### config.mk
export PLATFORM = sky130hd
export DESIGN_NAME = ndem_mark_flat
export DESIGN_NICKNAME = d
export VERILOG_FILES = /design/src/hw/rtl/ndem_pkg.sv /design/src/hw/rtl/ndem_if.sv /design/src/hw/rtl/ndem_mark.sv /design/src/flat_wrapper.sv
export SDC_FILE = /design/constraint.sdc
export NUM_CORES = 1
export LEC_CHECK = 0
export BUFFER_PORTS_ARGS = -buffer_cell sky130_fd_sc_hd__buf_2
export CAP_MARGIN = 20
export CORE_UTILIZATION = 52
export DETAILED_ROUTE_END_ITERATION = 12
export PLACE_DENSITY = 0.8
export SYNTH_ARGS = -nofsm -noshare
export SYNTH_HDL_FRONTEND = slang
export SYNTH_SLANG_ARGS = --single-unit
### constraint.sdc
create_clock -name clock -period 5.6 [get_ports clock]
set_input_delay 0.56 -clock clock [delete_from_list [all_inputs] [get_ports clock]]
set_output_delay 0.56 -clock clock [all_outputs]
set_load 0.005 [all_outputs]
### src/hw/rtl/ndem_pkg.sv
// ----------------------------------------------------------------------------
// ndem_pkg
// Shared widths, register codes, reset values and types of the neighbor
// difference edge marker.
// ----------------------------------------------------------------------------
package ndem_pkg;

   localparam int PIXEL_W            = 24;
   localparam int IMAGE_WIDTH_W      = 12;
   localparam int IMAGE_HEIGHT_W     = 13;
   localparam int THRESHOLD_W        = 10;
   localparam int CSR_INDEX_W        = 3;
   localparam int CSR_DATA_W         = 24;

   localparam int DEF_MAX_WIDTH      = 2048;
   localparam int DEF_MAX_HEIGHT     = 4096;

   localparam logic [IMAGE_WIDTH_W-1:0]  RST_IMAGE_WIDTH      = 12'd2048;
   localparam logic [IMAGE_HEIGHT_W-1:0] RST_IMAGE_HEIGHT     = 13'd2048;
   localparam logic [THRESHOLD_W-1:0]    RST_THRESHOLD_SUM    = 10'd7;
   localparam logic                      RST_USE_BORDER       = 1'b1;
   localparam logic [PIXEL_W-1:0]        RST_BORDER_COLOR     = 24'h000000;
   localparam logic                      RST_USE_BACKGROUND   = 1'b1;
   localparam logic [PIXEL_W-1:0]        RST_BACKGROUND_COLOR = 24'hFFFFFF;

   typedef enum logic [CSR_INDEX_W-1:0] {
      REG_IMAGE_WIDTH      = 3'd0,
      REG_IMAGE_HEIGHT     = 3'd1,
      REG_THRESHOLD_SUM    = 3'd2,
      REG_USE_BORDER       = 3'd3,
      REG_BORDER_COLOR     = 3'd4,
      REG_USE_BACKGROUND   = 3'd5,
      REG_BACKGROUND_COLOR = 3'd6
   } reg_index_type;

   typedef struct packed {
      logic [IMAGE_WIDTH_W-1:0]  image_width;
      logic [IMAGE_HEIGHT_W-1:0] image_height;
      logic [THRESHOLD_W-1:0]    threshold_sum;
      logic                      use_border;
      logic [PIXEL_W-1:0]        border_color;
      logic                      use_background;
      logic [PIXEL_W-1:0]        background_color;
   } cfg_type;

   // raster position flags of one request, carried into the marking stage
   typedef struct packed {
      logic has_out;
      logic col_nonzero;
      logic row_end;
      logic last_image;
   } pos_type;

endpackage

### src/hw/rtl/ndem_if.sv


interface ndem_rsp_if;
   logic                         valid;
   logic                         ready;
   logic [ndem_pkg::PIXEL_W-1:0] out_pixel;
   logic                         out_last_in_row;
   logic                         out_last_in_image;

   modport source (output valid, output out_pixel, output out_last_in_row,
                   output out_last_in_image, input ready);
   modport sink   (input valid, input out_pixel, input out_last_in_row,
                   input out_last_in_image, output ready);
endinterface


### src/hw/rtl/ndem_mark.sv
// ----------------------------------------------------------------------------
// ndem_mark
// Edge decision and color substitution, with the response output register.
// ----------------------------------------------------------------------------
module ndem_mark (
   input  logic                         clock,
   input  logic                         reset,
   input  ndem_pkg::cfg_type            cfg,
   input  logic                         s1_valid,
   input  ndem_pkg::pos_type            s1_pos,
   input  logic [ndem_pkg::PIXEL_W-1:0] s1_pixel,
   input  logic [ndem_pkg::PIXEL_W-1:0] above,
   output logic                         advance,
   ndem_rsp_if.source                   rsp_ch
);

   function automatic logic [ndem_pkg::THRESHOLD_W-1:0] color_distance(
      input logic [ndem_pkg::PIXEL_W-1:0] a,
      input logic [ndem_pkg::PIXEL_W-1:0] b
   );
      logic [ndem_pkg::THRESHOLD_W-1:0] sum;
      logic [7:0]                       x;
      logic [7:0]                       y;
      sum = '0;
      for (int k = 0; k < 3; k++) begin
         x   = a[8*k +: 8];
         y   = b[8*k +: 8];
         sum = sum + {2'b00, ((x > y) ? (x - y) : (y - x))};
      end
      return sum;
   endfunction

   logic [ndem_pkg::PIXEL_W-1:0] left_ff;
   logic [ndem_pkg::PIXEL_W-1:0] left_in;
   logic                         out_valid_ff;
   logic                         out_valid_in;
   logic [ndem_pkg::PIXEL_W-1:0] out_pixel_ff;
   logic [ndem_pkg::PIXEL_W-1:0] out_pixel_in;
   logic                         out_row_ff;
   logic                         out_image_ff;
   logic                         edge_hit;

   assign advance = s1_valid && (!out_valid_ff || rsp_ch.ready);

   always_comb begin
      edge_hit = (color_distance(left_ff, above) > cfg.threshold_sum) ||
                 (color_distance(s1_pixel, above) > cfg.threshold_sum);
      out_pixel_in = above;
      if (s1_pos.col_nonzero) begin
         if (edge_hit) begin
            if (cfg.use_border) out_pixel_in = cfg.border_color;
         end else begin
            if (cfg.use_background) out_pixel_in = cfg.background_color;
         end
      end
      left_in = advance ? above : left_ff;
      if (advance && s1_pos.has_out) begin
         out_valid_in = 1'b1;
      end else if (rsp_ch.ready) begin
         out_valid_in = 1'b0;
      end else begin
         out_valid_in = out_valid_ff;
      end
   end

   always_ff @(posedge clock) begin
      if (reset) begin
         left_ff      <= '0;
         out_valid_ff <= 1'b0;
      end else begin
         left_ff      <= left_in;
         out_valid_ff <= out_valid_in;
      end
   end

   always_ff @(posedge clock) begin
      if (advance && s1_pos.has_out) begin
         out_pixel_ff <= out_pixel_in;
         out_row_ff   <= s1_pos.row_end;
         out_image_ff <= s1_pos.last_image;
      end
   end

   assign rsp_ch.valid             = out_valid_ff;
   assign rsp_ch.out_pixel         = out_pixel_ff;
   assign rsp_ch.out_last_in_row   = out_row_ff;
   assign rsp_ch.out_last_in_image = out_image_ff;

   a_image_end_is_row_end : assert property (@(posedge clock) disable iff (reset)
      rsp_ch.valid && rsp_ch.out_last_in_image |-> rsp_ch.out_last_in_row)
      else $error("image end flagged without row end");

   a_no_overwrite : assert property (@(posedge clock) disable iff (reset)
      rsp_ch.valid && !rsp_ch.ready |=> rsp_ch.valid && $stable(out_pixel_ff))
      else $error("pending response overwritten");

   a_flags_hold : assert property (@(posedge clock) disable iff (reset)
      rsp_ch.valid && !rsp_ch.ready |=> $stable(out_row_ff) && $stable(out_image_ff))
      else $error("pending response flags changed");

endmodule

### src/flat_wrapper.sv
// flat-port wrapper written by rule: the top's interface ports become plain ports
module ndem_mark_flat 
  (clock, reset, cfg, s1_valid, s1_pos, s1_pixel, above, advance, rsp_ch_valid, rsp_ch_out_pixel, rsp_ch_out_last_in_row, rsp_ch_out_last_in_image, rsp_ch_ready);
  ndem_rsp_if rsp_ch_i ();
  input  logic clock;
  input  logic reset;
  input  ndem_pkg::cfg_type cfg;
  input  logic s1_valid;
  input  ndem_pkg::pos_type s1_pos;
  input  logic [ndem_pkg::PIXEL_W-1:0] s1_pixel;
  input  logic [ndem_pkg::PIXEL_W-1:0] above;
  output logic advance;
  output wire logic [$bits(rsp_ch_i.valid)-1:0] rsp_ch_valid;
  output wire logic [$bits(rsp_ch_i.out_pixel)-1:0] rsp_ch_out_pixel;
  output wire logic [$bits(rsp_ch_i.out_last_in_row)-1:0] rsp_ch_out_last_in_row;
  output wire logic [$bits(rsp_ch_i.out_last_in_image)-1:0] rsp_ch_out_last_in_image;
  input wire logic [$bits(rsp_ch_i.ready)-1:0] rsp_ch_ready;
  assign rsp_ch_valid = rsp_ch_i.valid;
  assign rsp_ch_out_pixel = rsp_ch_i.out_pixel;
  assign rsp_ch_out_last_in_row = rsp_ch_i.out_last_in_row;
  assign rsp_ch_out_last_in_image = rsp_ch_i.out_last_in_image;
  assign rsp_ch_i.ready = rsp_ch_ready;
  ndem_mark u_core (.clock(clock), .reset(reset), .cfg(cfg), .s1_valid(s1_valid), .s1_pos(s1_pos), .s1_pixel(s1_pixel), .above(above), .advance(advance), .rsp_ch(rsp_ch_i));
endmodule
After elaboration in Yosys (flattened, before gate mapping). Index checks and enable logic that the tools add are counted.

Flip-flop bits (word level): 51. Bits of input ports: 141. Output and inout bits: 28. Logic and storage cells: 47.

Add/subtract/negate cells: 16. Magnitude comparators: 8. Multiplexer cells: 12. Reductions and logical operators: 6.

Operators with widths (count): $mux W24 (4); $sub A8 B8 Y8 (12); $gt A8 B8 Y1 (6); $mux W8 (6); $add A10 B8 Y10 (2); $gt A10 B10 Y1 (2); $add A8 B8 Y9 (2); $logic_and A1 B1 Y1 (2); $logic_or A1 B1 Y1 (2); $mux W1 (2); $reduce_bool A2 Y1 (1); $logic_not A1 Y1 (1).

Longest topological paths before layout.
Depth in word-level cells: 8. Mapped depth: 31. Gate-level depth less buffers: 29.

Worst setup path before layout. OpenSTA, ideal clock, no wires.

Kind: in2reg. Start point: input above[0] (netlist bit). End point: register u_core.out_pixel_ff (netlist bit u_core.rsp_ch.out_pixel[10]) (data pin). Setup time: 0.256 ns. Arrival time: 5.625 ns. Data required time: 5.344 ns. Path slack: -0.281 ns. Stages: 29. Buffers on the path: 2. Path through: ha_1 inv_1 fa_1 a21o_1 a21oi_1 nor2_1 o21ai_4 mux2i_1 xnor2_1 ha_1 nor2b_1 o21ai_0 a21boi_0 o21a_1 nor2_1 xnor2_1 ha_1 a21oi_1 o21ai_0 xor2_1 ha_1 a21o_1 a21o_1 a211oi_1 o22a_1 buf_2 buf_2 o2111ai_1 o211a_1.

Longest elaborated chain between the ends: 8.

Ends and longest elaborated chain: from (decl) (RTL line flat_wrapper.sv:11) `input logic [ndem_pkg::PIXEL_W-1:0] above;`; $sub A8 B8 Y8 / $gt A8 B8 Y1 (equally long branches) (RTL line ndem_mark.sv:28) `sum = sum + {2'b00, ((x > y) ? (x - y) : (y - x))};`; $mux W8 (RTL line ndem_mark.sv:28); $add A8 B8 Y9 (RTL line ndem_mark.sv:28); $add A10 B8 Y10 (RTL line ndem_mark.sv:28); $gt A10 B10 Y1 (on tied branches) (RTL line ndem_mark.sv:46, ndem_mark.sv:47); $logic_or A1 B1 Y1 (*) (RTL line ndem_mark.sv:46) `edge_hit = (color_distance(left_ff, above) > cfg.threshold_sum) ||`; $mux W24 (*) (RTL line ndem_mark.sv:50) `if (edge_hit) begin`; $mux W24 (*) (RTL line ndem_mark.sv:49) `if (s1_pos.col_nonzero) begin`; named net u_core.out_pixel_in (one bit) (RTL line ndem_mark.sv:38) `logic [ndem_pkg::PIXEL_W-1:0] out_pixel_in;`; to (signal assigned) (RTL line ndem_mark.sv:78) `out_pixel_ff <= out_pixel_in;`; to (decl) (RTL line ndem_mark.sv:37) `logic [ndem_pkg::PIXEL_W-1:0] out_pixel_ff;`.

Mark *: on every way through the listed nets, which the timed path passes. The rest lies on a longest branch. A chain may end at the register's enable or synchronous reset.

Final worst setup path.
Start point: input above[8] (netlist bit). End point: register u_core.out_pixel_ff (netlist bit u_core.rsp_ch.out_pixel[22]) (data pin).

Same word-level chain as after synthesis.

==> impl_metrics.ini <==
[placement]
placed_area_um2 = 10100
dp_hpwl_mm = 18.6
port_buffers = 143
gp_congestion = 0.932
dp.cells = 1442

[synthesis]
synth_commonest_cells = ha_1 (142), inv_1 (124), a21oi_1 (114)
synth_warnings = 0
synth_top_area_share_pct = 22.6
synth.most_common_cell = ha_1
synth_cells = 966
synth_edf_count = 26
yosys_most_used_dff = edfxtp_1
ys_ff_latch = 51
synth_cell_types = 55
ys_seq_area_share_pct = 16.3
yosysTopAreaCell = ha_1
async_reset_ff_share_pct = 0
synth_fp_nets = 1265
synth_area_um2 = 7880
synthTopCellsByArea = ha_1 (23%), edfxtp_1 (9.9%), a21oi_1 (7.2%)
avgSynthCellArea_um2 = 8.15

[final_layout]
post-route-util_pct = 76.2
antenna_cells = 0
fin_cells = 1483
stdcell_area_um2 = 11200
final_nets = 1597
drive_gt1_share_pct = 38.4
area_growth_pct = 41.6

[die]
core_um2 = 14600
io-pin-count = 169
die_h_um = 125
die_area_um2 = 15600
fp.dieW_um = 125
start_util_pct = 53.8
rows = 44

[status]
status = complete, but fails checks
violations = negative setup slack

[setup_path]
crit_required_ns = 5.66
worst_ep_arrival_time_ns = 6.00
endpoint = u_core.rsp_ch.out_pixel[22]
path_buf_inv = 7
rr_endpoint = u_core.rsp_ch.out_pixel[22]
endpoint_kind = flip-flop
r2r_setup_slack_ns = -0.28
crit_type = input port to flip-flop
cp_top_family = compound AO/OA/AOI/OAI gates
rr_startpoint = u_core.left_ff[0]
cpPeakStageDelay_ns = 0.37
cp_slowest_cell = fa_2
crit_cells = 29
crit_path_start = above[8]
worst_path_most_repeated_cell = ha_1
worstRegToRegCells = 31
path_max_fanout = 6
critPathLaunchType = input port

[grt]
antenna_found_initial = 0
grt_pass1_wl_mm = 40.1
grt_max_degree = 49
grt_pass1_vias = 8441
grt-ovfl-total = 0
grtUsageTotal_pct = 31.5

[cts]
clkTransAtPathRegs_ns = 0.08
cts_buffer_depth = 2
cts_buffers = 5
htree_levels = 2
cts-root-buf = clkbuf_16
cts_tree = done
holdBufCountCts = 0
clock_latency_ns = 0.30
clock-sinks = 51

[detailed_routing]
vias = 8708
drc_errors = 0
wl_per_cell_um = 18.1
routed_wl_mm = 26.9
routed_via_density = 5.87
first_iter_violations = 760
ant_nets = 0
first_pass_iters = 7

[timing]
period_share_pct = 106
max_freq_ghz = 0.168
slew_viol_final = 0
rsz0062_at_grt = yes
hold_viol = 0
relSlewSlack_pct = 32.2
setup_ws_ns = -0.346
final.setup_skew_ns = 0.00854
fin_crit_ns = 5.95
worstMarginPinSlew_ns = 1.01
setup_violations = 24

[power_and_ir_drop]
powerDensity_nw_per_um2 = 566
power.leakage_nw = 5.52
power_w = 0.00631
vdd_drop_max_mv = 0.761

[hold_path]
hp-class = input port to flip-flop

[run]
maxCapViolCount = 0
[metrics by stage]
step,setup TNS (ns),setup WS (ns),hold WS [ns]
floorplan,-0.0365,-0.0225,0.440
global placement,-10.44,-0.443,0.449
detailed placement,-14.30,-0.612,0.456
CTS,-2.66,-0.156,0.428
global route,-14.25,-0.631,0.429
finish,-7.65,-0.346,0.429
[power by group]
part	internal [W]	switching, W
clock network	0.000166	0.000154
logic	0.00283	0.00258
registers	0.000552	0.0000263
total	0.00355	0.00276
[timing repair]
item                                   CTS  global route
cloned                                   3             0
endpoints found under the hold margin    0             0
pin swaps                               29            54
resized for setup                       67            63
setup buffers                           20             9
setup endpoints to repair               24            24
[sequential cells by signal (all words and copies together) (netlist names)]
signal	count
u_core.left_ff	24
u_core.rsp_ch.out_pixel	24
u_core.rsp_ch.out_last_in_image	1
u_core.rsp_ch.out_last_in_row	1
u_core.rsp_ch.valid	1
[cell type report]
class	instances	area, µm²
Sequential cell	51	1280
Clock buffer	6	129
Timing Repair Buffer	363	2530
Clock inverter	2	12.5
Tap cell	184	230
Multi-Input combinational cell	752	6490
Inverter	125	479
Fill cell	945	3490
[metal layers]
metal / up-vias / track usage (%) / share of wire (%)
li1: 4091 / - / -
met1: 4154 / 39.1 / 41
met4: 0 / 12.1 / 3.7
met3: 86 / 2.95 / 6.3
met5: - / 0 / 0
met2: 377 / 56.4 / 49
[how the worst min path moves through the flow]
stage                            start                            end  slack, ns  cells after the start
floorplan           u_core.left_ff[15]             u_core.left_ff[15]       0.44                      2
global placement     u_core.left_ff[7]              u_core.left_ff[7]       0.45                      2
detailed placement  u_core.left_ff[23]             u_core.left_ff[23]       0.46                      2
CTS                          s1_pos[1]  u_core.rsp_ch.out_last_in_row       0.43                      1
global route                 s1_pos[1]  u_core.rsp_ch.out_last_in_row       0.43                      1
finish                       s1_pos[1]  u_core.rsp_ch.out_last_in_row       0.43                      1
[cell families (layout without fill, tap and decap cells)]
logic type                 Yosys count  count (layout)  share of synthesized area (%)
muxes                               38              38                           5.15
adders and majority gates          158             158                           26.6
and+or+nand+nor                    207             207                           12.5
AOI/OAI and AO/OA                  288             288                           24.5
xor gates and xnor gates            61              61                           6.78
buffers and inverters              163             496                           8.20
DFF                                 51              51                           16.3
[layout by cell type (no fill, tap or decap), types with 14 or more instances in the layout]
cell	n
a21o_1	29
a21oi_1	93
a21oi_2	19
buf_2	139
buf_4	208
dfxtp_1	24
edfxtp_1	26
ha_1	125
ha_4	16
inv_1	107
inv_2	14
mux2_2	16
mux2i_1	16
nand2_1	99
nor2_1	20
o2111ai_1	24
o211a_1	24
or3_1	20
xnor2_1	43
Power figures use the tool's default switching activity.
