<file path="src/hw/rtl/ndem_pkg.sv">
// ----------------------------------------------------------------------------
// ndem_pkg
// Shared widths, register codes, reset values and types of the neighbor
// difference edge marker.
// ----------------------------------------------------------------------------
package ndem_pkg;

   localparam int PIXEL_W            = 24;
   localparam int IMAGE_WIDTH_W      = 12;
   localparam int IMAGE_HEIGHT_W     = 13;
   localparam int THRESHOLD_W        = 10;
   localparam int CSR_INDEX_W        = 3;
   localparam int CSR_DATA_W         = 24;

   localparam int DEF_MAX_WIDTH      = 2048;
   localparam int DEF_MAX_HEIGHT     = 4096;

   localparam logic [IMAGE_WIDTH_W-1:0]  RST_IMAGE_WIDTH      = 12'd2048;
   localparam logic [IMAGE_HEIGHT_W-1:0] RST_IMAGE_HEIGHT     = 13'd2048;
   localparam logic [THRESHOLD_W-1:0]    RST_THRESHOLD_SUM    = 10'd7;
   localparam logic                      RST_USE_BORDER       = 1'b1;
   localparam logic [PIXEL_W-1:0]        RST_BORDER_COLOR     = 24'h000000;
   localparam logic                      RST_USE_BACKGROUND   = 1'b1;
   localparam logic [PIXEL_W-1:0]        RST_BACKGROUND_COLOR = 24'hFFFFFF;

   typedef enum logic [CSR_INDEX_W-1:0] {
      REG_IMAGE_WIDTH      = 3'd0,
      REG_IMAGE_HEIGHT     = 3'd1,
      REG_THRESHOLD_SUM    = 3'd2,
      REG_USE_BORDER       = 3'd3,
      REG_BORDER_COLOR     = 3'd4,
      REG_USE_BACKGROUND   = 3'd5,
      REG_BACKGROUND_COLOR = 3'd6
   } reg_index_type;

   typedef struct packed {
      logic [IMAGE_WIDTH_W-1:0]  image_width;
      logic [IMAGE_HEIGHT_W-1:0] image_height;
      logic [THRESHOLD_W-1:0]    threshold_sum;
      logic                      use_border;
      logic [PIXEL_W-1:0]        border_color;
      logic                      use_background;
      logic [PIXEL_W-1:0]        background_color;
   } cfg_type;

   // raster position flags of one request, carried into the marking stage
   typedef struct packed {
      logic has_out;
      logic col_nonzero;
      logic row_end;
      logic last_image;
   } pos_type;

endpackage

</file>
<file path="src/hw/rtl/ndem_if.sv">


interface ndem_csr_if;
   logic                             valid;
   logic                             ready;
   logic [ndem_pkg::CSR_INDEX_W-1:0] index;
   logic [ndem_pkg::CSR_DATA_W-1:0]  data;

   modport source (output valid, output index, output data, input ready);
   modport sink   (input valid, input index, input data, output ready);
endinterface

</file>
<file path="src/hw/rtl/ndem_regs.sv">
// ----------------------------------------------------------------------------
// ndem_regs
// Configuration register bank; writes are always taken, unknown indexes
// are dropped.
// ----------------------------------------------------------------------------
module ndem_regs (
   input  logic              clock,
   input  logic              reset,
   ndem_csr_if.sink          csr_ch,
   output ndem_pkg::cfg_type cfg
);

   ndem_pkg::cfg_type cfg_ff;
   ndem_pkg::cfg_type cfg_in;

   assign csr_ch.ready = 1'b1;
   assign cfg          = cfg_ff;

   always_comb begin
      cfg_in = cfg_ff;
      if (csr_ch.valid) begin
         case (ndem_pkg::reg_index_type'(csr_ch.index))
            ndem_pkg::REG_IMAGE_WIDTH: begin
               cfg_in.image_width = csr_ch.data[ndem_pkg::IMAGE_WIDTH_W-1:0];
            end
            ndem_pkg::REG_IMAGE_HEIGHT: begin
               cfg_in.image_height = csr_ch.data[ndem_pkg::IMAGE_HEIGHT_W-1:0];
            end
            ndem_pkg::REG_THRESHOLD_SUM: begin
               cfg_in.threshold_sum = csr_ch.data[ndem_pkg::THRESHOLD_W-1:0];
            end
            ndem_pkg::REG_USE_BORDER: begin
               cfg_in.use_border = csr_ch.data[0];
            end
            ndem_pkg::REG_BORDER_COLOR: begin
               cfg_in.border_color = csr_ch.data[ndem_pkg::PIXEL_W-1:0];
            end
            ndem_pkg::REG_USE_BACKGROUND: begin
               cfg_in.use_background = csr_ch.data[0];
            end
            ndem_pkg::REG_BACKGROUND_COLOR: begin
               cfg_in.background_color = csr_ch.data[ndem_pkg::PIXEL_W-1:0];
            end
            default: begin
               cfg_in = cfg_ff;
            end
         endcase
      end
   end

   always_ff @(posedge clock) begin
      if (reset) begin
         cfg_ff.image_width      <= ndem_pkg::RST_IMAGE_WIDTH;
         cfg_ff.image_height     <= ndem_pkg::RST_IMAGE_HEIGHT;
         cfg_ff.threshold_sum    <= ndem_pkg::RST_THRESHOLD_SUM;
         cfg_ff.use_border       <= ndem_pkg::RST_USE_BORDER;
         cfg_ff.border_color     <= ndem_pkg::RST_BORDER_COLOR;
         cfg_ff.use_background   <= ndem_pkg::RST_USE_BACKGROUND;
         cfg_ff.background_color <= ndem_pkg::RST_BACKGROUND_COLOR;
      end else begin
         cfg_ff <= cfg_in;
      end
   end

endmodule

</file>
<file path="src/flat_wrapper.sv">
// flat-port wrapper written by rule: the top's interface ports become plain ports
module ndem_regs_flat 
  (clock, reset, cfg, csr_ch_valid, csr_ch_index, csr_ch_data, csr_ch_ready);
  ndem_csr_if csr_ch_i ();
  input  logic clock;
  input  logic reset;
  output ndem_pkg::cfg_type cfg;
  input wire logic [$bits(csr_ch_i.valid)-1:0] csr_ch_valid;
  input wire logic [$bits(csr_ch_i.index)-1:0] csr_ch_index;
  input wire logic [$bits(csr_ch_i.data)-1:0] csr_ch_data;
  output wire logic [$bits(csr_ch_i.ready)-1:0] csr_ch_ready;
  assign csr_ch_i.valid = csr_ch_valid;
  assign csr_ch_i.index = csr_ch_index;
  assign csr_ch_i.data = csr_ch_data;
  assign csr_ch_ready = csr_ch_i.ready;
  ndem_regs u_core (.clock(clock), .reset(reset), .csr_ch(csr_ch_i), .cfg(cfg));
endmodule
</file>
<file path="config.mk">
export PLATFORM = sky130hd
export DESIGN_NAME = ndem_regs_flat
export DESIGN_NICKNAME = d
export VERILOG_FILES = /design/src/hw/rtl/ndem_pkg.sv /design/src/hw/rtl/ndem_if.sv /design/src/hw/rtl/ndem_regs.sv /design/src/flat_wrapper.sv
export SDC_FILE = /design/constraint.sdc
export NUM_CORES = 1
export LEC_CHECK = 0
export ABC_AREA = 0
export BUFFER_PORTS_ARGS = -buffer_cell sky130_fd_sc_hd__buf_2
export CAP_MARGIN = 20
export CORE_ASPECT_RATIO = 1.25
export CORE_MARGIN = 8
export CORE_UTILIZATION = 50
export DETAILED_ROUTE_END_ITERATION = 8
export PLACE_DENSITY = 0.78
export SYNTH_ARGS = -nofsm -noshare
export SYNTH_HDL_FRONTEND = slang
export SYNTH_SLANG_ARGS = --single-unit
</file>
<file path="constraint.sdc">
create_clock -name clock -period 2 [get_ports clock]
set_clock_uncertainty 0.2 [all_clocks]
set_input_delay 0.4 -clock clock [delete_from_list [all_inputs] [get_ports clock]]
set_output_delay 0.4 -clock clock [all_outputs]
set_load 0.02 [all_outputs]
</file>
; ---- Yosys cells after proc, flatten, opt, wreduce, memory -nomap -nowiden
; Index checks and enable logic that the tools add are counted.
; W data, S select, Z words.
[word_totals]
reg_bits = 85
input_bits = 30
out_inout_bits = 86
elab_cells = 21
[op_classes]
n_eq_ne = 6
reduce_logical = 8
[ops]
columns = operator, count
row1 = $reduce_and A2 Y1, 7
row2 = $eq A3 B3 Y1 const B, 3
row3 = $eq A3 B2 Y1 const B, 2
row4 = $eq A3 B1 Y1 const B, 1
row5 = $logic_not A3 Y1, 1

; ---- Longest topological paths before layout
; Gate-level depths: netlist (run 1).
[logic_depth]
depth_word = 2
mapped_depth = 5
mapped_depth_nobuf = 2

; ---- Worst setup path after synthesis (run 1)
; No wires, ideal clock.
[synth_timing]
path_type = input port to flip-flop
startpoint = input csr_ch_index[2]
endpoint = register u_core.cfg_ff (netlist bit u_core.cfg[84])
setup_ns = 0.123
arrival_time_ns = 1.299
required_ns = 1.677
slack_ns = 0.378
stages = 4
n_path_buf = 2
cell_sequence = or4b_1 > buf_2 > buf_6 > mux2i_1
[synth_between]
elab_chain_cells = 2
[synth_lines]
columns = element, line
row1 = start: declaration, flat_wrapper.sv:9  ; input wire logic [$bits(csr_ch_i.index)-1:0] csr_ch_index;
row2 = $logic_not A3 Y1, ndem_regs.sv:22  ; case (ndem_pkg::reg_index_type'(csr_ch.index))
row3 = $reduce_and A2 Y1 (no line), --
row4 = end signal: assignment, ndem_regs.sv:61  ; cfg_ff <= cfg_in;
row5 = end: declaration, ndem_regs.sv:13  ; ndem_pkg::cfg_type cfg_ff;
; No other way between the ends.
; A chain may end at the register's enable or synchronous reset.

; ---- Final worst setup path (run 1)
[layout_timing]
startpoint = register u_core.cfg_ff (netlist bit u_core.cfg[49])
endpoint = output cfg[49] in the netlist's numbering
[layout_rtl]
columns = element, line
row1 = end: declaration, flat_wrapper.sv:7  ; output ndem_pkg::cfg_type cfg;
; No word-level cell between the ends.

==> results of run 1 <==
==> layout make-up <==
cell class,instances,area [sq um],share of cell area [%]
flip-flops and latches,85,1700,39.5
multi-input cells,226,1630,37.9
repair buffers,122,668,15.5
clock buffers,11,151,3.51
well taps,90,113,2.61
clock inverters,5,42.5,0.987
==> how the worst max path moves through the flow <==
stage / from / slack [ns] / endpoint / cells past startpoint
floorplan: csr_ch_index[2] / 0.38 / u_core.cfg[84] / 4
detailed placement: csr_ch_index[0] / 0.24 / u_core.cfg[84] / 4
CTS: u_core.cfg[79] / 0.49 / cfg[79] / 1
global placement: csr_ch_index[0] / 0.27 / u_core.cfg[76] / 4
global route: u_core.cfg[79] / 0.46 / cfg[79] / 1
finish: u_core.cfg[49] / 0.51 / cfg[49] / 1
==> power by group through the flow <==
stage          Combinational [uW]  Clock (uW)  Sequential (uW)
6_report                      310        1150             1750
5_1_grt                       337        1270             1750
4_1_cts                       314        1190             1750
3_5_place_dp                  314           0             1790
3_3_place_gp                  306           0             1790
2_1_floorplan                 152           0             1830
==> placed cells by master (no fill, tap or decap), types with 2 or more instances in the layout <==
| master | n |
|---|---|
| nand2b_1 | 78 |
| dfxtp_1 | 85 |
| buf_4 | 5 |
| nand4b_1 | 2 |
| buf_12 | 3 |
| clkinv_4 | 2 |
| nand4bb_1 | 2 |
| nor2_1 | 55 |
| inv_6 | 2 |
| clkbuf_8 | 11 |
| mux2i_1 | 85 |
| buf_2 | 114 |
==> stage by stage <==
step | power, uW | worst slack [ns] | area, sq um
6_report | 3210 | 0.512 | 4310
5_1_grt | 3360 | 0.458 | 4310
4_1_cts | 3250 | 0.489 | 4310
3_5_place_dp | 2100 | 0.244 | 4120
3_3_place_gp | 2090 | 0.268 | 4120
2_1_floorplan | 1990 | 0.378 | 3450
==> cell usage after synthesis, drive strengths merged <==
| library cell | count |
|---|---|
| nand4b | 2 |
| nor2 | 55 |
| buf | 15 |
| conb | 1 |
| nor4bb | 1 |
| mux2i | 85 |
| or4b | 1 |
| dfxtp | 85 |
| and4b | 1 |
| clkbuf | 11 |
| nand4bb | 2 |
| nand2b | 78 |
==> kinds of logic after synthesis <==
family / share of synthesized area, %
buffers and inverters: 3.77
other: 0.109
muxes: 24.7
and+or+nand+nor: 22.2
DFF: 49.3
==> routing by layer <==
metal / wire length, um / global-route usage (%) / vias to the layer above
met1: 3300 / 17.6 / 1228
met5: 0 / 0 / -
met2: 4130 / 29.6 / 70
met3: 631 / 7.09 / 7
li1: - / - / 1318
met4: 65 / 5.72 / 0
==> metrics.txt, run 1 <==
Filler cells=573; source of the worst hold timing path=csr_ch_data[23]; Setup-failing EPs final=0; initial antenna violation count=0; core area=6810 sq um; Hold EP=u_core.cfg[48]; pin count of the biggest net entering global routing=100; Crit. End Element=primary output; CP bufs+invs=1; clock root buffer=clkbuf_8; cts-stage hold buffer count=0; Comb power frac=9.7%; critical path class=reg -> out; status=finished clean; vias in the first global route=2,703; Reg power frac=54.4%; post_cts resized=0; Largest register FFs=85; worst skew pair latency=0.34 ns; sw frac=25.5%; DPL Wire Length=5880 um; grt ovf=0; Slowest cell on crit path=dfxtp_1; antenna cells=0; Worst Path Required=1.40 ns; Leak=0.00201 uW; fin util=63.3%; synthesized area=3450 sq um; class of the worst hold path=in -> reg; Clock transition at path regs=0.09 ns; max incr delay on CP=0.37 ns; routed vias=2,623; starting density of the core=50.7%; Max Fclk=672 MHz; Initial DRC Count=87; port bufs=114; Post-DRT Antenna Nets=0; minimum clock period after layout=1.49 ns; Setup TNS=0 ns; clk buf depth=2; fin cells=539; H-tree levels=3; per-cell routed wire length=15.1 um; die width=90.3 um; synth warn=0; Hold Path Cell Cnt=3; share of layout cells above drive strength 1=31.0%; RSZ-0062 raised after global routing=false; Worst IR Drop VDD=0.000489 V; placed cells=523; Data arrival, critical path=0.89 ns; gr usage total=16.7%; gpl congestion=0.824; synthesized flop and latch total=85; fin crit share=74.4%; DRC Markers=0; DR pass1 iterations=4; Ports=116; Area Growth Syn to Fin=24.9%; first-pass GRT wire length=13,300 um; Final Hold Viols=0; Sink Count=85; Cells after Synth=337; CTS Buf Count=9; FF-to-FF End=u_core.cfg[49]; sequential fraction of the synthesis area=49.3%; net switching power=818 uW; Post-CTS Setup Bufs=0; worst path cell trace=buf_2; PD cells=745 nW/um^2; FF-to-FF path depth=2; worst-path fanout max=2; Slew Viols, Final=0; NumNets Final=474; top post-synthesis cells by area=dfxtp_1, mux2i_1, nand2b_1; Die Y=109 um; R2R Path Start=u_core.cfg[49]; Synth cell types=14; Final Hold Slack=0.121 ns; CP top delay family=flip-flops; Int Power=2390 uW; Die ar.=9830 sq um; Worst Setup Start Kind=flop; CTS tree=done; Post-Syn Nets=367; worst reg2reg setup slack=1.16 ns; clock share of power=35.9%; Synth top area share=49.3%; via/cell ratio=4.87; Total Wirelength=8130 um; post-synth top area cell=dfxtp_1; Core Rows=34; max-cap viol count=0; Mapped Avg Cell Area=10.2 sq um
Power figures use the tool's default switching activity.
==> run 2: changes to the inputs <==
==> constraint.sdc (replaced) <==
create_clock -name clock -period 1.5 [get_ports clock]
set_clock_uncertainty 0.2 [all_clocks]
set_input_delay 0.3 -clock clock [delete_from_list [all_inputs] [get_ports clock]]
set_output_delay 0.3 -clock clock [all_outputs]
set_load 0.02 [all_outputs]
==> run 2 against run 1 <==
Compared with the run above:
- sequential cell count unchanged
- total power is 33% higher
- cell count up 2.2%
- global-route usage grew 0.33 points
- wire length increased by 1.5%
- clock power increased by 30%
- critical path depth is the same
- critical endpoint is now cfg[71]
==> metrics.txt, run 2 (synthesis results as in run 1) <==
fin crit share=92.8%; clk buf depth=2; class of the worst hold path=in -> reg; post_cts resized=0; initial antenna violation count=0; Worst Setup Start Kind=flop; Setup TNS=0 ns; worst reg2reg setup slack=0.67 ns; worst skew pair latency=0.35 ns; max incr delay on CP=0.37 ns; die width=90.3 um; DRC Markers=0; Hold Path Cell Cnt=3; RSZ-0062 raised after global routing=false; cts-stage hold buffer count=4; leading cell type in the layout, fill and taps excluded=buf_2; Slew Viols, Final=0; R2R Path Start=u_core.cfg[84]; first-pass GRT wire length=13,600 um; CP top delay family=flip-flops; Post-DRT Antenna Nets=0; Clock transition at path regs=0.08 ns; source of the worst hold timing path=csr_ch_data[15]; status=finished clean; pin count of the biggest net entering global routing=60; Core Rows=34; Final WS setup=0.108 ns; Leak=0.00207 uW; DPL Wire Length=6120 um; Ports=116; Die Y=109 um; Final Hold Viols=0; Crit. End Element=primary output; Largest register FFs=85; CP bufs+invs=1; starting density of the core=50.7%; gr usage total=17.0%; routed vias=2,652; FF-to-FF path depth=2; max-cap viol count=0; Slowest cell on crit path=dfxtp_1; Initial DRC Count=79; antenna cells=0; DR pass1 iterations=4; Max Fclk=718 MHz; H-tree levels=3; most frequent cells in the layout=buf_2, mux2i_1, dfxtp_1, nand2b_1, nor2_1; minimum clock period after layout=1.39 ns; share of layout cells above drive strength 1=31.9%; CTS tree=done; worst-path fanout max=2; Worst IR Drop VDD=0.000717 V; Placement Setup Slack=-0.143 ns; clock root buffer=clkbuf_8; Sink Count=85; PD cells=963 nW/um^2; via/cell ratio=4.81; Worst Path Required=1.00 ns; Hold EP=u_core.cfg[40]; Area Growth Syn to Fin=28.6%; port bufs=114; Post-CTS Setup Bufs=0; gpl congestion=0.747; per-cell routed wire length=15.0 um; worst path cell trace=buf_2; core area=6810 sq um; FF-to-FF End=u_core.cfg[84]; CTS Buf Count=9; Data arrival, critical path=0.89 ns; Die ar.=9830 sq um; vias in the first global route=2,758; NumNets Final=486; Setup-failing EPs final=0; Total Wirelength=8250 um; critical path class=reg -> out; grt ovf=0
==> run 2: cell types whose count changed in the layout (fill, tap and decap cells not counted) <==
cell,before,now
buf_4,5,10
clkbuf_8,11,10
clkinv_4,2,1
buf_12,3,6
dlygate4sd3_1,0,4
clkinv_2,0,1
clkinvlp_4,1,2
==> run 2: worst max path at each step <==
stage,start,to,slack [ns],cells past startpoint
final,u_core.cfg[71],cfg[71],0.11,1
after global routing,u_core.cfg[79],cfg[79],0.05,1
after CTS,u_core.cfg[79],cfg[79],0.08,1
after detailed placement,csr_ch_index[0],u_core.cfg[32],-0.14,5
after global placement,csr_ch_index[0],u_core.cfg[78],-0.10,4
after floorplan,csr_ch_index[2],u_core.cfg[84],-0.02,4
==> run 2: through the flow <==
stage	power (uW)	utilization [%]	std cells	hold WS, ns	cell area [sq um]
detailed placement	2830	61.9	531	0.262	4210
global placement	2820	61.9	531	0.255	4210
floorplan	2650	-	337	0.255	3450
CTS	4320	65.2	551	0.00330	4440
finish	4270	65.2	551	0.0216	4440
global route	4460	65.2	551	0.0166	4440
==> run 2: area by class of cell <==
type	instances	area, sq um
fillers	554	2370
repair buffers	134	806
flip-flops and latches	85	1700
well taps	90	113
clock buffers	10	138
clock inverters	6	46.3
multi-input cells	226	1630
==> run 2: layer usage <==
metal	share of wire, %	vias up	routed length [um]	global-route usage (%)
met5	0	-	0	0
met4	1.5	0	126	5.48
met3	6.6	11	542	6.96
met2	51	68	4220	31.2
met1	41	1234	3360	17.4
li1	-	1339	-	-
==> run 2: where the power goes <==
group	internal, uW	switching [uW]
sequential	2300	26.0
combinational	204	246
clock	658	834
==> run 3: changes to the inputs <==
==> constraint.sdc (replaced) <==
create_clock -name clock -period 1.3 [get_ports clock]
set_clock_uncertainty 0.2 [all_clocks]
set_input_delay 0.26 -clock clock [delete_from_list [all_inputs] [get_ports clock]]
set_output_delay 0.26 -clock clock [all_outputs]
set_load 0.02 [all_outputs]
==> run 3 against run 2 <==
Compared with the run above:
- cell count up 6.7%
- via count grew 9.0%
- register-to-register slack got worse by 0.31 ns
- critical path type unchanged
- clock power rose by 52%
- clock-buffer cell count decreased by 1
- first-iteration DRC count up 94%
- largest cell class unchanged
- core utilization is 15 points higher
==> metrics.txt, run 3 (synthesis results as in run 1) <==
Initial DRC Count=153; core area=6810 sq um; Post-DRT Antenna Nets=0; Die ar.=9830 sq um; Filler cells=382; Slowest cell on crit path=dfxtp_2; minimum clock period after layout=1.29 ns; worst path cell trace=buf_6; CTS tree=done; clk buf depth=2; Core Rows=34; Data arrival, critical path=0.83 ns; Total Wirelength=9660 um; antenna cells=0; port bufs=114; critical path class=reg -> out; Power, Total=5620 uW; DPL Wire Length=6230 um; most frequent cells in the layout=mux2i_1, dfxtp_2, buf_6, nand2b_1, nor2_1; source of the worst hold timing path=csr_ch_data[9]; class of the worst hold path=in -> reg; Placement Setup Slack=-0.301 ns; gpl congestion=0.761; share of layout cells above drive strength 1=50.8%; Hold EP=u_core.cfg[9]; DRC Markers=0; H-tree levels=3; R2R Path Start=u_core.cfg[68]; fin crit share=99.1%; per-cell routed wire length=16.4 um; Leak=0.00242 uW; worst-path fanout max=2; Ports=116; Final Hold Slack=0.0196 ns; Die Y=109 um; max incr delay on CP=0.36 ns; first-pass GRT wire length=15,300 um; Area Growth Syn to Fin=57.4%; clock root buffer=clkbuf_8; Final WS setup=0.0118 ns; grt ovf=0; Hold Path Cell Cnt=3; via/cell ratio=4.91; Crit. End Element=primary output; worst skew pair latency=0.34 ns; fin util=79.8%; Slew Viols, Final=0; Worst IR Drop VDD=0.000707 V; Worst Path Required=0.84 ns; pin count of the biggest net entering global routing=43; Clock transition at path regs=0.09 ns; vias in the first global route=3,109; gr usage total=19.2%; die width=90.3 um; starting density of the core=50.7%; CP top delay family=flip-flops; routed vias=2,890; FF-to-FF End=u_core.cfg[68]; NumNets Final=523; Final Cell Area=5430 sq um; Final Hold Viols=0; status=finished clean; DR pass1 iterations=4; RSZ-0062 raised after global routing=true; PD cells=1040 nW/um^2; Max Fclk=776 MHz; CTS Buf Count=9; max-cap viol count=0; Worst Setup Start Kind=flop; CP bufs+invs=1; Largest register FFs=85; Setup-failing EPs final=0; FF-to-FF path depth=3; worst reg2reg setup slack=0.36 ns; Sink Count=85; initial antenna violation count=0; placed cell area=4220 sq um
==> run 3: cell types whose count changed in the layout (fill, tap and decap cells not counted), sizes merged <==
cell and change:
buf +20, clkbuf -1, bufinv +3, clkinvlp -2
dlygate4sd3 +17
==> run 3: cell type report <==
class                      count  area [sq um]  area share [%]
clock buffer                   9           124            2.28
clock inverter                 7           121            2.24
multi-input combinational    226          1640            30.1
sequential                    85          1810            33.3
tap                           90           113            2.07
timing repair buffer         171          1630            30.0
==> run 3: how the worst max path moves through the flow <==
stage / from / end / slack [ns] / cells past startpoint
after CTS: u_core.cfg[67] / cfg[67] / -0.006 / 1
after floorplan: csr_ch_index[2] / u_core.cfg[84] / -0.18 / 4
after global routing: u_core.cfg[3] / cfg[3] / -0.03 / 1
after detailed placement: csr_ch_index[0] / u_core.cfg[21] / -0.30 / 5
after global placement: csr_ch_index[0] / u_core.cfg[83] / -0.27 / 4
final: u_core.cfg[67] / cfg[67] / 0.01 / 1
==> run 3: metrics by stage <==
| step | std cells | setup TNS [ns] |
|---|---|---|
| 3_3_place_gp | 533 | -14.28 |
| 2_1_floorplan | 337 | -1.86 |
| 4_1_cts | 575 | -0.0102 |
| 5_1_grt | 588 | -0.368 |
| 3_5_place_dp | 533 | -16.93 |
| 6_report | 588 | 0 |
==> run 3: repair_timing <==
item                       CTS  global route
pin swaps                    0             0
buffers inserted             5            13
hold buffers                21             0
setup endpoints to repair   85            71
hold endpoints to repair    30             0
resized for setup          212            38
==> run 3: metal layers <==
layer / wire, um / GRT usage, % / part of all wire [%]
met1: 3690 / 19.6 / 38
met2: 5200 / 35.4 / 54
met3: 584 / 6.06 / 6.0
met4: 194 / 8.58 / 2.0
met5: 0 / 0 / 0
==> run 3: where the power goes <==
part           switching, uW  leakage, uW  internal (uW)  total [uW]
Sequential              43.8     0.000701           2670        2710
Combinational            304      0.00160            346         650
Clock                    969     0.000124           1290        2260
Total                   1320      0.00242           4310        5620
